===== config.mk =====
export PLATFORM = sky130hd
export DESIGN_NAME = tbw_queue
export DESIGN_NICKNAME = d
export VERILOG_FILES = /design/src/hw/rtl/tbw_pkg.sv /design/src/hw/rtl/tbw_queue.sv
export SDC_FILE = /design/constraint.sdc
export NUM_CORES = 1
export LEC_CHECK = 0
export BUFFER_PORTS_ARGS = -buffer_cell sky130_fd_sc_hd__buf_2
export CELL_PAD_IN_SITES_DETAIL_PLACEMENT = 1
export CELL_PAD_IN_SITES_GLOBAL_PLACEMENT = 1
export CORE_UTILIZATION = 30
export DETAILED_ROUTE_END_ITERATION = 8
export MAX_ROUTING_LAYER = met4
export PLACE_DENSITY_LB_ADDON = 0.25
export SYNTH_ARGS = -nofsm -noshare
export SYNTH_HDL_FRONTEND = slang
export SYNTH_SLANG_ARGS = --single-unit

===== constraint.sdc =====
create_clock -name clk -period 5.5 [get_ports clk]
set_clock_uncertainty 0.1 [all_clocks]
set_input_delay 0.275 -clock clk [delete_from_list [all_inputs] [get_ports clk]]
set_output_delay 0.275 -clock clk [all_outputs]
set_load 0.01 [all_outputs]

===== src/hw/rtl/tbw_pkg.sv =====
// Shared types and constants for the triangle barycentric weight block.
`default_nettype none
package tbw_pkg;
  localparam int COORD_BITS  = 12;
  localparam int FRAC_BITS   = 16;
  localparam int WEIGHT_BITS = 20;
  localparam int DIFF_BITS   = COORD_BITS + 1;
  localparam int PROD_BITS   = 2 * DIFF_BITS;
  localparam int CROSS_BITS  = PROD_BITS + 1;
  localparam int NUM_BITS    = CROSS_BITS + 2;
  localparam int DIV_BITS    = NUM_BITS + FRAC_BITS;
  localparam int DEN_BITS    = CROSS_BITS;
  localparam int QUEUE_DEPTH = 4;
  localparam int QPTR_BITS   = $clog2(QUEUE_DEPTH);

  localparam logic signed [WEIGHT_BITS-1:0] WEIGHT_MAX = {1'b0, {(WEIGHT_BITS-1){1'b1}}};
  localparam logic signed [WEIGHT_BITS-1:0] WEIGHT_MIN = {1'b1, {(WEIGHT_BITS-1){1'b0}}};
  localparam logic signed [WEIGHT_BITS-1:0] WEIGHT_NEG_ONE =
    (FRAC_BITS >= WEIGHT_BITS - 1) ? WEIGHT_MIN
      : WEIGHT_BITS'(-(64'sd1 <<< FRAC_BITS));

  typedef struct packed {
    logic [COORD_BITS-1:0] point_x;
    logic [COORD_BITS-1:0] point_y;
    logic [COORD_BITS-1:0] vert_a_x;
    logic [COORD_BITS-1:0] vert_a_y;
    logic [COORD_BITS-1:0] vert_b_x;
    logic [COORD_BITS-1:0] vert_b_y;
    logic [COORD_BITS-1:0] vert_c_x;
    logic [COORD_BITS-1:0] vert_c_y;
  } tbw_in_t;

  typedef struct packed {
    logic signed [WEIGHT_BITS-1:0] weight_a;
    logic signed [WEIGHT_BITS-1:0] weight_b;
    logic signed [WEIGHT_BITS-1:0] weight_c;
    logic                          degenerate;
  } tbw_out_t;

  // Work handed from the front to the back end.
  typedef struct packed {
    logic signed [CROSS_BITS-1:0] tx;
    logic signed [CROSS_BITS-1:0] ty;
    logic signed [CROSS_BITS-1:0] tz;
  } tbw_job_t;
endpackage
`default_nettype wire


===== src/hw/rtl/tbw_queue.sv =====
// Short FIFO between the front and back ends.
`default_nettype none
module tbw_queue (
  input  wire                 clk,
  input  wire                 rst_n,
  input  wire                 wr_valid,
  output logic                wr_ready,
  input  tbw_pkg::tbw_job_t   wr_data,
  output logic                rd_valid,
  input  wire                 rd_ready,
  output tbw_pkg::tbw_job_t   rd_data
);
  import tbw_pkg::*;

  tbw_job_t mem_r [QUEUE_DEPTH];
  logic [QPTR_BITS-1:0] wp_r, rp_r;
  logic [QPTR_BITS:0]   cnt_r;
  logic wr, rd;

  assign wr_ready = cnt_r != (QPTR_BITS+1)'(QUEUE_DEPTH);
  assign rd_valid = cnt_r != '0;
  assign wr = wr_valid && wr_ready;
  assign rd = rd_valid && rd_ready;
  assign rd_data = mem_r[rp_r];

  always_ff @(posedge clk) begin
    if (!rst_n) begin
      wp_r  <= '0;
      rp_r  <= '0;
      cnt_r <= '0;
    end else begin
      if (wr) wp_r <= wp_r + 1'b1;
      if (rd) rp_r <= rp_r + 1'b1;
      cnt_r <= cnt_r + (QPTR_BITS+1)'(wr) - (QPTR_BITS+1)'(rd);
    end
    if (wr) mem_r[wp_r] <= wr_data;
  end
endmodule
`default_nettype wire


Yosys cells after proc, flatten, opt, wreduce, memory -nomap -nowiden:

Memories as Yosys holds them, arrays and structs flattened. A register that Yosys moved wholly into a read port is not among the register bits.
Index checks and enable logic that the tools add are counted.

* flip-flop bits (word level): 7
* RAM bits: 324
* output and inout bits: 83
* memories kept: 1

* add/sub/neg operators: 4
* eq/ne operators: 1
* multiplexer cells: 4
* reductions and logical operators: 3

Memories
* mem_r: words 4, width 81, read ports 1, clocked after memory_dff 1, wr ports 1, line tbw_queue.sv:15 `tbw_job_t mem_r [QUEUE_DEPTH];`

Operators with widths (number)
* $add A2 B1 Y2 const B: 2
* $mux W2: 2
* $add A3 B1 Y3: 1
* $ne A3 B3 Y1 const B: 1
* $reduce_bool A3 Y1: 1
* $sub A3 B1 Y3: 1
* $logic_and A1 B1 Y1: 2
* $mux W1: 2

Logic depth before layout (Yosys ltp):

* word-level depth: 4
* depth in mapped cells: 11
* depth with buffers taken out: 11

Worst setup path after synthesis:

No wires, ideal clock.

* path kind: reg-to-reg
* start: register cnt_r[1]
* end: memory mem_r[0][0] (netlist name) (enable)
* library setup time: 0.448 ns
* data arrival time: 2.820 ns
* data required time: 4.952 ns
* path slack: 2.132 ns
* stages on the path, launching flop included: 4
* buffers on the path: 0
* path through: dfxtp_1 -> nor2_1 -> a21boi_1 -> and2_1

* cells in the longest elaborated chain, start to end: 4

Ends and longest elaborated chain
* from (decl): line tbw_queue.sv:17 `logic [QPTR_BITS:0] cnt_r;`
* from (signal assigned): line tbw_queue.sv:34 `cnt_r <= cnt_r + (QPTR_BITS+1)'(wr) - (QPTR_BITS+1)'(rd);`
* $ne A3 B3 Y1: line tbw_queue.sv:20 `assign wr_ready = cnt_r != (QPTR_BITS+1)'(QUEUE_DEPTH);`
* $logic_and A1 B1 Y1: line tbw_queue.sv:22 `assign wr = wr_valid && wr_ready;`
* $mux W1: line tbw_queue.sv:36 `if (wr) mem_r[wp_r] <= wr_data;`
* $mux W1 (implied by the code): line tbw_queue.sv:36
* to (decl): line tbw_queue.sv:15

No other way between the ends.

==> results.ini <==
[run_status]
status = finished, final reports clean

[grt]
grt.busiest_layer = met2
overflow = 0
grt_pass1_wl_mm = 38.1
grt_use_met2_pct = 20.7
use_met3_pct = 2.74
antenna_found_initial = 1
first_global_vias = 6509
grt_max_degree = 55
grtUsageMet1_pct = 15.5
track_usage_pct = 12.6

[power_and_ir_drop]
power.switching_mw = 1.82
cellLeakagePower_nw = 5.20
peakVddDrop_v = 0.000153
pwr-share-clk_pct = 33.8
p_int_mw = 5.17
pwr-share-seq_pct = 46.0
power_frac_comb_pct = 20.2
netSwitchingFraction_pct = 26.0
p_per_area_nw_per_um2 = 449

[yosys]
yosys.area_share.simple_pct = 0.746
synth_compound_area_share_pct = 0.204
async_flop_share_pct = 0
yosysUniqueCellTypes = 20
synth_top_area_share_pct = 79.5
synth_edf_count = 324
synth_top_area_cell = edfxtp_1
syn_avg_cell_area_um2 = 26.0
synthTopCellsByCount = edfxtp_1, mux4_2, dfxtp_1
synth_top_family_by_area = multiplexers
yosys_warnings = 0
syn-cell-area_um2 = 12200
ys_seq_area_share_pct = 81.0
netlist_instances = 471
ys_ff_latch = 333
synth-main-ff-cell = edfxtp_1
synthMuxAreaShare_pct = 15.1
synth_xor_area_share_pct = 0.286
synth_fa_ha_area_share_pct = 0.777
yosysMostFrequentCell = edfxtp_1
synth_area_leaders = edfxtp_1, mux4_2, dfxtp_1
syn-num-nets = 563

[placement]
gp_congestion = 0.681
dp_hpwl_mm = 14.7
placed_cells = 1151
io_buffers = 167
placedInstanceArea_um2 = 13600

[floorplan]
core_area_um2 = 40000
num_rows = 73
die_w_um = 204
start_util_pct = 30.6
die_area_um2 = 41600
ios = 168
die_h_um = 204

[clock_tree]
cts_tree = built
cts_buffer_depth = 3
cts.sinks = 333
clk_pin_slew_ns = 0.06
clkLatencyLatePin_ns = 0.52
cts_buffers = 37
root_buffer = clkbuf_16
htree_num_levels = 2

[finish]
drive_above_1_share_pct = 40.1
instances_no_fill = 1302
syn2layout_area_growth_pct = 27.3
fin_nets = 839
final_area_um2 = 15600
utilization_pct = 38.9

[sta]
hold_viol_final = 0
fmax_mhz = 324
finalSetupViolCount = 0
period_share_pct = 56.1
setup_tns_ns = 0
grt_setup_unrepaired = no
worst_pin_slew_ns = 0.935
min_period_ns = 3.08
max_slew_margin_pct = 37.7
final-max-slew-violation-count = 0

[worst_hold_path]
min_from = rd_ready
hold_class = primary input to flop

[detailed_routing]
vias_per_cell = 4.38
routedWlPerCell_um = 19.0
ant_nets = 0
route.detailed.drc = 0
drt_iter0_markers = 284
routed_wl_mm = 24.8
vias = 5700
drt-pass1-iter-count = 4

[job]
max-cap-violations = 0

[critical_path]
cp_max_fo = 31
critPathCaptureType = output port
crit_type = flop to output port
startpoint_type = flop
reg2reg_from = cnt_r[1]$_SDFF_PN0_
cp_data_required_time_ns = 5.12
worstPathArrival_ns = 2.71

[worst max-delay path, cell delays in order, from the launching register on]
cell and delay, ns:
dfxtp_4 0.78, buf_4 0.60, mux4_2 0.61, buf_2 0.16
[logic make-up (layout without fill, tap and decap cells)]
family | after synthesis | in the layout
AO/OA/AOI/OAI | 3 | 3
adder cells (fa/ha/maj) | 7 | 7
XOR/XNOR | 4 | 4
flip-flops | 333 | 333
other | 0 | 1
AND/OR/NAND/NOR | 17 | 17
multiplexers | 83 | 83
buffers and inverters | 24 | 329
[worst paths after layout]
check,endpoint,slack (ns),depth (start not counted)
min,flop,0.14,4
max,rd_data[67],2.42,3
max reg2reg,mem_r[3][72]$_DFFE_PP_,2.52,4
min reg2reg,wp_r[1]$_SDFFE_PN0P_,0.41,2
[power by group through the flow]
stage	Sequential [mW]	Clock [mW]	Combinational [mW]
2_1_floorplan	3.19	0	1.03
3_3_place_gp	3.26	0	1.39
3_5_place_dp	3.28	0	1.42
4_1_cts	3.23	2.43	1.47
5_1_grt	3.26	2.51	1.54
6_report	3.22	2.36	1.41
[flip-flops by register name, indices dropped and copies added, names as in the netlist, named ones only]
name,flops
cnt_r,3
mem_r,324
rp_r,2
wp_r,2
[stage by stage]
step                total power, mW  hold slack [ns]  setup WS, ns
global placement               4.65            0.379          2.61
floorplan                      4.22            0.274          2.13
global route                   7.31            0.144          2.15
finish                         6.99            0.144          2.42
detailed placement             4.70            0.396          2.43
CTS                            7.13            0.123          2.26
[routing by layer]
metal,wire [um],share of wire [%],up-vias
met1,10600,43,2974
li1,-,-,2571
met3,1060,4.3,35
met2,12500,51,120
met5,0,0,-
met4,529,2.1,0
[placed cells by master, fill, tap and decap left out, drive strengths merged, types with 2 or more instances in the layout]
cell type / n
clkinv: 13
xnor2: 4
mux4: 81
nor2b: 3
and2: 7
dlygate4sd3: 82
clkinvlp: 4
buf: 174
ha: 6
inv: 7
bufinv: 2
dfxtp: 9
clkbuf: 47
edfxtp: 324
mux2i: 2
nand2: 5
[cell type report]
class | instances | area [um2]
clock buffer | 47 | 1010
tap | 525 | 657
sequential | 333 | 9920
timing repair buffer | 256 | 1710
antenna | 1 | 2.50
inverter | 5 | 18.8
clock inverter | 21 | 164
multi-input combinational | 114 | 2100
fill | 3901 | 24400
[timing repair]
action | in CTS | in global routing
gates resized for setup | 0 | 0
endpoints found under the hold margin | 332 | 0
hold buffers | 82 | 0
buffers inserted | 0 | 0
(Power assumes the default switching activity.)
