`config.mk`:
```
export PLATFORM = sky130hd
export DESIGN_NAME = tbw_front
export DESIGN_NICKNAME = d
export VERILOG_FILES = /design/src/hw/rtl/tbw_pkg.sv /design/src/hw/rtl/tbw_front.sv
export SDC_FILE = /design/constraint.sdc
export NUM_CORES = 2
export LEC_CHECK = 0
export ABC_AREA = 1
export BUFFER_PORTS_ARGS = -buffer_cell sky130_fd_sc_hd__buf_2
export CORE_ASPECT_RATIO = 1.75
export CORE_MARGIN = 4
export CORE_UTILIZATION = 45
export DETAILED_ROUTE_END_ITERATION = 12
export GPL_TIMING_DRIVEN = 0
export SKIP_CTS_REPAIR_TIMING = 1
export SLEW_MARGIN = 20
export SYNTH_ARGS = -nofsm -noshare
export SYNTH_HDL_FRONTEND = slang
export SYNTH_SLANG_ARGS = --single-unit
```
`constraint.sdc`:
```
create_clock -name clk -period 8 [get_ports clk]
set_input_delay 0.4 -clock clk [delete_from_list [all_inputs] [get_ports clk]]
set_output_delay 0.4 -clock clk [all_outputs]
set_load 0.01 [all_outputs]
```
`src/hw/rtl/tbw_pkg.sv`:
```
// Shared types and constants for the triangle barycentric weight block.
`default_nettype none
package tbw_pkg;
  localparam int COORD_BITS  = 12;
  localparam int FRAC_BITS   = 16;
  localparam int WEIGHT_BITS = 20;
  localparam int DIFF_BITS   = COORD_BITS + 1;
  localparam int PROD_BITS   = 2 * DIFF_BITS;
  localparam int CROSS_BITS  = PROD_BITS + 1;
  localparam int NUM_BITS    = CROSS_BITS + 2;
  localparam int DIV_BITS    = NUM_BITS + FRAC_BITS;
  localparam int DEN_BITS    = CROSS_BITS;
  localparam int QUEUE_DEPTH = 4;
  localparam int QPTR_BITS   = $clog2(QUEUE_DEPTH);

  localparam logic signed [WEIGHT_BITS-1:0] WEIGHT_MAX = {1'b0, {(WEIGHT_BITS-1){1'b1}}};
  localparam logic signed [WEIGHT_BITS-1:0] WEIGHT_MIN = {1'b1, {(WEIGHT_BITS-1){1'b0}}};
  localparam logic signed [WEIGHT_BITS-1:0] WEIGHT_NEG_ONE =
    (FRAC_BITS >= WEIGHT_BITS - 1) ? WEIGHT_MIN
      : WEIGHT_BITS'(-(64'sd1 <<< FRAC_BITS));

  typedef struct packed {
    logic [COORD_BITS-1:0] point_x;
    logic [COORD_BITS-1:0] point_y;
    logic [COORD_BITS-1:0] vert_a_x;
    logic [COORD_BITS-1:0] vert_a_y;
    logic [COORD_BITS-1:0] vert_b_x;
    logic [COORD_BITS-1:0] vert_b_y;
    logic [COORD_BITS-1:0] vert_c_x;
    logic [COORD_BITS-1:0] vert_c_y;
  } tbw_in_t;

  typedef struct packed {
    logic signed [WEIGHT_BITS-1:0] weight_a;
    logic signed [WEIGHT_BITS-1:0] weight_b;
    logic signed [WEIGHT_BITS-1:0] weight_c;
    logic                          degenerate;
  } tbw_out_t;

  // Work handed from the front to the back end.
  typedef struct packed {
    logic signed [CROSS_BITS-1:0] tx;
    logic signed [CROSS_BITS-1:0] ty;
    logic signed [CROSS_BITS-1:0] tz;
  } tbw_job_t;
endpackage
`default_nettype wire

```
`src/hw/rtl/tbw_front.sv`:
```
// Front end: edge vectors and cross products, two pipeline stages.
`default_nettype none
module tbw_front (
  input  wire                  clk,
  input  wire                  rst_n,
  input  wire                  in_valid,
  output logic                 in_ready,
  input  tbw_pkg::tbw_in_t     in_data,
  output logic                 job_valid,
  input  wire                  job_ready,
  output tbw_pkg::tbw_job_t    job
);
  import tbw_pkg::*;

  logic s1_valid_r;
  logic signed [PROD_BITS-1:0] p0_r, p1_r, p2_r, p3_r, p4_r, p5_r;
  logic s2_valid_r;
  tbw_job_t job_r;
  logic signed [DIFF_BITS-1:0] abx, aby, acx, acy, pax, pay;
  logic s1_adv, s2_adv;

  assign s2_adv   = !s2_valid_r || job_ready;
  assign s1_adv   = !s1_valid_r || s2_adv;
  assign in_ready = s1_adv;

  always_comb begin
    abx = $signed({1'b0, in_data.vert_b_x}) - $signed({1'b0, in_data.vert_a_x});
    aby = $signed({1'b0, in_data.vert_b_y}) - $signed({1'b0, in_data.vert_a_y});
    acx = $signed({1'b0, in_data.vert_c_x}) - $signed({1'b0, in_data.vert_a_x});
    acy = $signed({1'b0, in_data.vert_c_y}) - $signed({1'b0, in_data.vert_a_y});
    pax = $signed({1'b0, in_data.vert_a_x}) - $signed({1'b0, in_data.point_x});
    pay = $signed({1'b0, in_data.vert_a_y}) - $signed({1'b0, in_data.point_y});
  end

  always_ff @(posedge clk) begin
    if (!rst_n) begin
      s1_valid_r <= 1'b0;
      s2_valid_r <= 1'b0;
    end else begin
      if (s1_adv) s1_valid_r <= in_valid;
      if (s2_adv) s2_valid_r <= s1_valid_r;
    end
    if (s1_adv && in_valid) begin
      p0_r <= abx * pay;
      p1_r <= pax * aby;
      p2_r <= pax * acy;
      p3_r <= acx * pay;
      p4_r <= acx * aby;
      p5_r <= abx * acy;
    end
    if (s2_adv && s1_valid_r) begin
      job_r.tx <= CROSS_BITS'(p0_r) - CROSS_BITS'(p1_r);
      job_r.ty <= CROSS_BITS'(p2_r) - CROSS_BITS'(p3_r);
      job_r.tz <= CROSS_BITS'(p4_r) - CROSS_BITS'(p5_r);
    end
  end

  assign job_valid = s2_valid_r;
  assign job       = job_r;
endmodule
`default_nettype wire

```
# ---- Word-level counts from Yosys, hierarchy flattened
# Index checks and enable logic that the tools add are counted.
# W data, S select, Z words.
dict set report classes {
  add_sub_neg 9
  n_mul 6
  n_reduce_logical 6
}
# cell count
set op_table {}
lappend op_table {{$mul A13 B13 Y26} 6}
lappend op_table {{$sub A26 B26 Y27} 3}
lappend op_table {{$sub A12 B12 Y13} 6}
lappend op_table {{$logic_and A1 B1 Y1} 2}
lappend op_table {{$logic_not A1 Y1} 2}
lappend op_table {{$logic_or A1 B1 Y1} 2}
dict set report word_totals {
  ff_bits 239
  in_bits 100
  out_inout_bits 83
  elab_cells 32
}

# ---- Logic depth before layout (Yosys ltp)
dict set report logic_depth {
  depth_word 4
  mapped_depth 36
  ltp_nobuf 35
}

# ---- Worst setup path after synthesis
# No wires, ideal clock.
dict set report synth_timing {
  kind {input port to flip-flop}
  startpoint {input port in_data[36] in the netlist's numbering}
  endpoint {register p0_r[25], data pin}
  setup_time_ns 0.252
  arrival_time_ns 6.094
  required_time_ns 7.748
  path_slack_ns 1.653
  stages 32
  n_path_buf 1
  path_cell_list {inv_1 ha_1 inv_1 fa_1 nand3_1 nand3_1 inv_1 nor2_1 nor2_2 clkbuf_1 nand2_1 fa_1 inv_1 fa_1 inv_1 fa_1 inv_1 fa_1 inv_1 fa_1 inv_1 ha_1 ha_1 nand2_1 nor2_1 nand3_1 nor2_1 nand2_1 nand3_1 inv_1 nand2_1 nand2_1}
}
dict set report synth_between {
  elab_chain_len 2
}
# item line
set synth_rtl {}
lappend synth_rtl {{start: declaration} tbw_front.sv:8} ;# input tbw_pkg::tbw_in_t in_data,
lappend synth_rtl {{$sub A12 B12 Y13} tbw_front.sv:27} ;# abx = $signed({1'b0, in_data.vert_b_x}) - $signed({1'b0, in_data.vert_a_x});
lappend synth_rtl {{$mul A13 B13 Y26} tbw_front.sv:44} ;# p0_r <= abx * pay;
lappend synth_rtl {{end signal: assignment} tbw_front.sv:44}
lappend synth_rtl {{end: declaration} tbw_front.sv:16} ;# logic signed [PROD_BITS-1:0] p0_r, p1_r, p2_r, p3_r, p4_r, p5_r;
# No other way between the ends.
# A chain may end at the register's enable or synchronous reset.

# ---- Worst setup path after layout
dict set report layout_timing {
  startpoint {input port in_data[0] in the netlist's numbering}
  endpoint {register p2_r[21], data pin}
}
dict set report layout_between {
  elab_chain_len 2
}
# item line
set layout_rtl {}
lappend layout_rtl {{$sub A12 B12 Y13} tbw_front.sv:30} ;# acy = $signed({1'b0, in_data.vert_c_y}) - $signed({1'b0, in_data.vert_a_y});
lappend layout_rtl {{$mul A13 B13 Y26} tbw_front.sv:46} ;# p2_r <= pax * acy;
lappend layout_rtl {{end signal: assignment} tbw_front.sv:46}
lappend layout_rtl {{end: declaration} tbw_front.sv:16}
# No other way between the ends.

==> impl_results.md <==
- DP Cell Count: 9256
- Seq cells post-synth: about 240
- CTS tree: done
- Syn_area_per_cell: 7.74 um^2
- Slowest Stage Delay on Critical Path: 0.75 ns
- Die width: 278 um
- Clock-pin slew of the registers on the worst-case setup and hold paths: 0.07 ns
- Synthesized cell area: 57300 um^2
- Max-Cap Viols: 0
- Crit Path Class: in -> reg
- Main synth FF type: edfxtp_1
- Max-Slew Margin vs Limit: 20.3%
- Count of final setup violators: 0
- Die area: 133000 um^2
- Endpoint type of the worst setup path: register
- Largest net degree at the start of global routing: 102
- Ys Warns: 0
- Worst clock skew: 0.0585 ns
- Global placer's final weighted congestion: 1.02
- Avg Vias per Cell: 5.30
- # clock sinks: 239
- First-pass GRT wire length: 305 mm
- Fill count: 12986
- Initial antenna violation count: 8
- Synth Net Count: around 9000
- Die Y: 480 um
- Count of flip-flops with a built-in enable after synthesis: 237
- Fin util: 48.4%
- DRT iter0 DRCs: 2810
- Worst path slowest cell: xnor2_1
- Worst slew pin tran: 1.19 ns
- Layout cells sized above 1: roughly 5.5%
- Setup ws final: 0.331 ns
- Crit Path Max Fanout: 10
- Footprint of the multi-input gates: 42800 um^2
- Number of port buffers: about 180
- Fin Setup TNS: 0 ns
- Register area: 7160 um^2
- Setup crit start kind: input port
- TritonRoute pass-1 iters: 8
- Worst EP arrival: 8.00 ns
- FMAX: 130 MHz
- Async S/R FF share, synth: 0%
- Placement Rows: 173
- Clk Latency, worst-skew pair: roughly 0.64 ns
- CTS H-Tree Depth: 1
- Pre-CTS setup slack: -0.206 ns
- RSZ-0062 raised after global routing: false
- DR vias: 49327
- # IOs: 183
- Nets: 9255
- DRC: 0
- Initial Util: 45.2%
- ANT nets after route: 0
- Clk buf depth: 3
- Vias in the first global route: 52010
- Seq/Total Area, Yosys: 12.5%
- Cts bufs inserted: 26
- Total Routing Usage GR: 30.8%
- Post-Layout Cell Count: a little over 9000
- Status: finished clean
- CP required: 8.33 ns
- Distinct cells, synth: 45
- Detailed Route WL: 205 mm
- Synth Instances: approximately 7400
- Reg2reg setup slack: 5.48 ns
- Routed len/inst: 22.0 um
- Endpoints failing hold: 0
- DP HPWL: around 180 mm
- Grt ovf: 0
- Area growth syn-to-layout: 7.07%
- Final min period: 7.67 ns
- Max-slew violation count: 0
- Hold WC Path Type: in -> reg
- Core area: 127000 um^2
- Final worst-path cycle share: 95.9%
- Clock root buffer: clkbuf_16
[per-layer routing]
layer	GRT usage, %	part of all wire [%]
met1	31.2	33
met2	54.9	50
met3	4.22	5.9
met4	27.4	12
met5	0	0
[layout by cell type (no fill, tap or decap), types with 110 or more instances in the layout]
master and n:
nand2_1 1838, inv_1 1772, ha_1 550, edfxtp_1 237, nor2_1 816, fa_1 983, o21ai_0 110, nand3_1 285
a21oi_1 229, buf_2 267
[sequential cells by signal, indices dropped and copies added, names as in the netlist]
name / flops
job: 81
p1_r: 26
job_valid: 1
p0_r: 26
p4_r: 26
p2_r: 26
p3_r: 26
p5_r: 26
s1_valid_r: 1
[logic make-up after synthesis]
family	share of synthesized area (%)
AOI/OAI and AO/OA	3.77
xor gates and xnor gates	2.25
adders and majority gates	46.3
buffers and inverters	13.0
DFF	12.5
and+or+nand+nor	22.2
[layout make-up]
class / instances / share of cell area, %
Multi-Input combinational cell: 5228 / 69.6
Sequential cell: 239 / 11.7
Inverter: 1801 / 11.0
Tap cell: 1662 / 3.39
Timing Repair Buffer: 187 / 1.71
Buffer: 139 / 1.13
Clock buffer: 26 / 1.06
Clock inverter: 22 / 0.369
Antenna cell: 8 / 0.0326
[cells in the mapped netlist (14+ instances only)]
cell | instances | share of area [%]
nand3_1 | 285 | 2.5
ha_1 | 550 | 12
inv_1 | 1773 | 12
nand4_1 | 101 | 1.1
nor2_1 | 816 | 5.3
fa_1 | 983 | 34
o21ai_0 | 110 | 0.96
nor3_1 | 36 | 0.31
a21oi_1 | 230 | 2.0
xor2_1 | 91 | 1.4
xnor2_1 | 41 | 0.63
or2_2 | 19 | 0.21
o21bai_1 | 30 | 0.39
inv_2 | 23 | 0.15
nand2_1 | 1839 | 12
nand2_2 | 14 | 0.15
clkbuf_1 | 38 | 0.25
buf_2 | 85 | 0.74
edfxtp_1 | 237 | 12
[critical path, delay by kind of cell]
family	cells	cell delay [ns]
xor gates and xnor gates	1	0.75
AOI/OAI and AO/OA	2	0.48
and+or+nand+nor	6	0.73
buffers and inverters	9	1.68
adders and majority gates	9	3.91
[through the flow]
stage	hold WS, ns	instance area, um^2
2_1_floorplan	0.447	57300
3_3_place_gp	0.450	60300
3_5_place_dp	0.518	60500
4_1_cts	0.0269	61400
5_1_grt	0.0537	61400
6_report	0.0596	61400
[final timing paths]
check | start | end | cells after the start
hold / removal | rst_n | s1_valid_r | 3
hold reg to reg | s1_valid_r | s1_valid_r | 2
setup reg to reg | p1_r[0] | job[70] | 10
setup / recovery | in_data[0] | p2_r[21] | 27
Power is not shown: default switching activity piles up to over one toggle a cycle in this logic, so the estimate is an artifact.
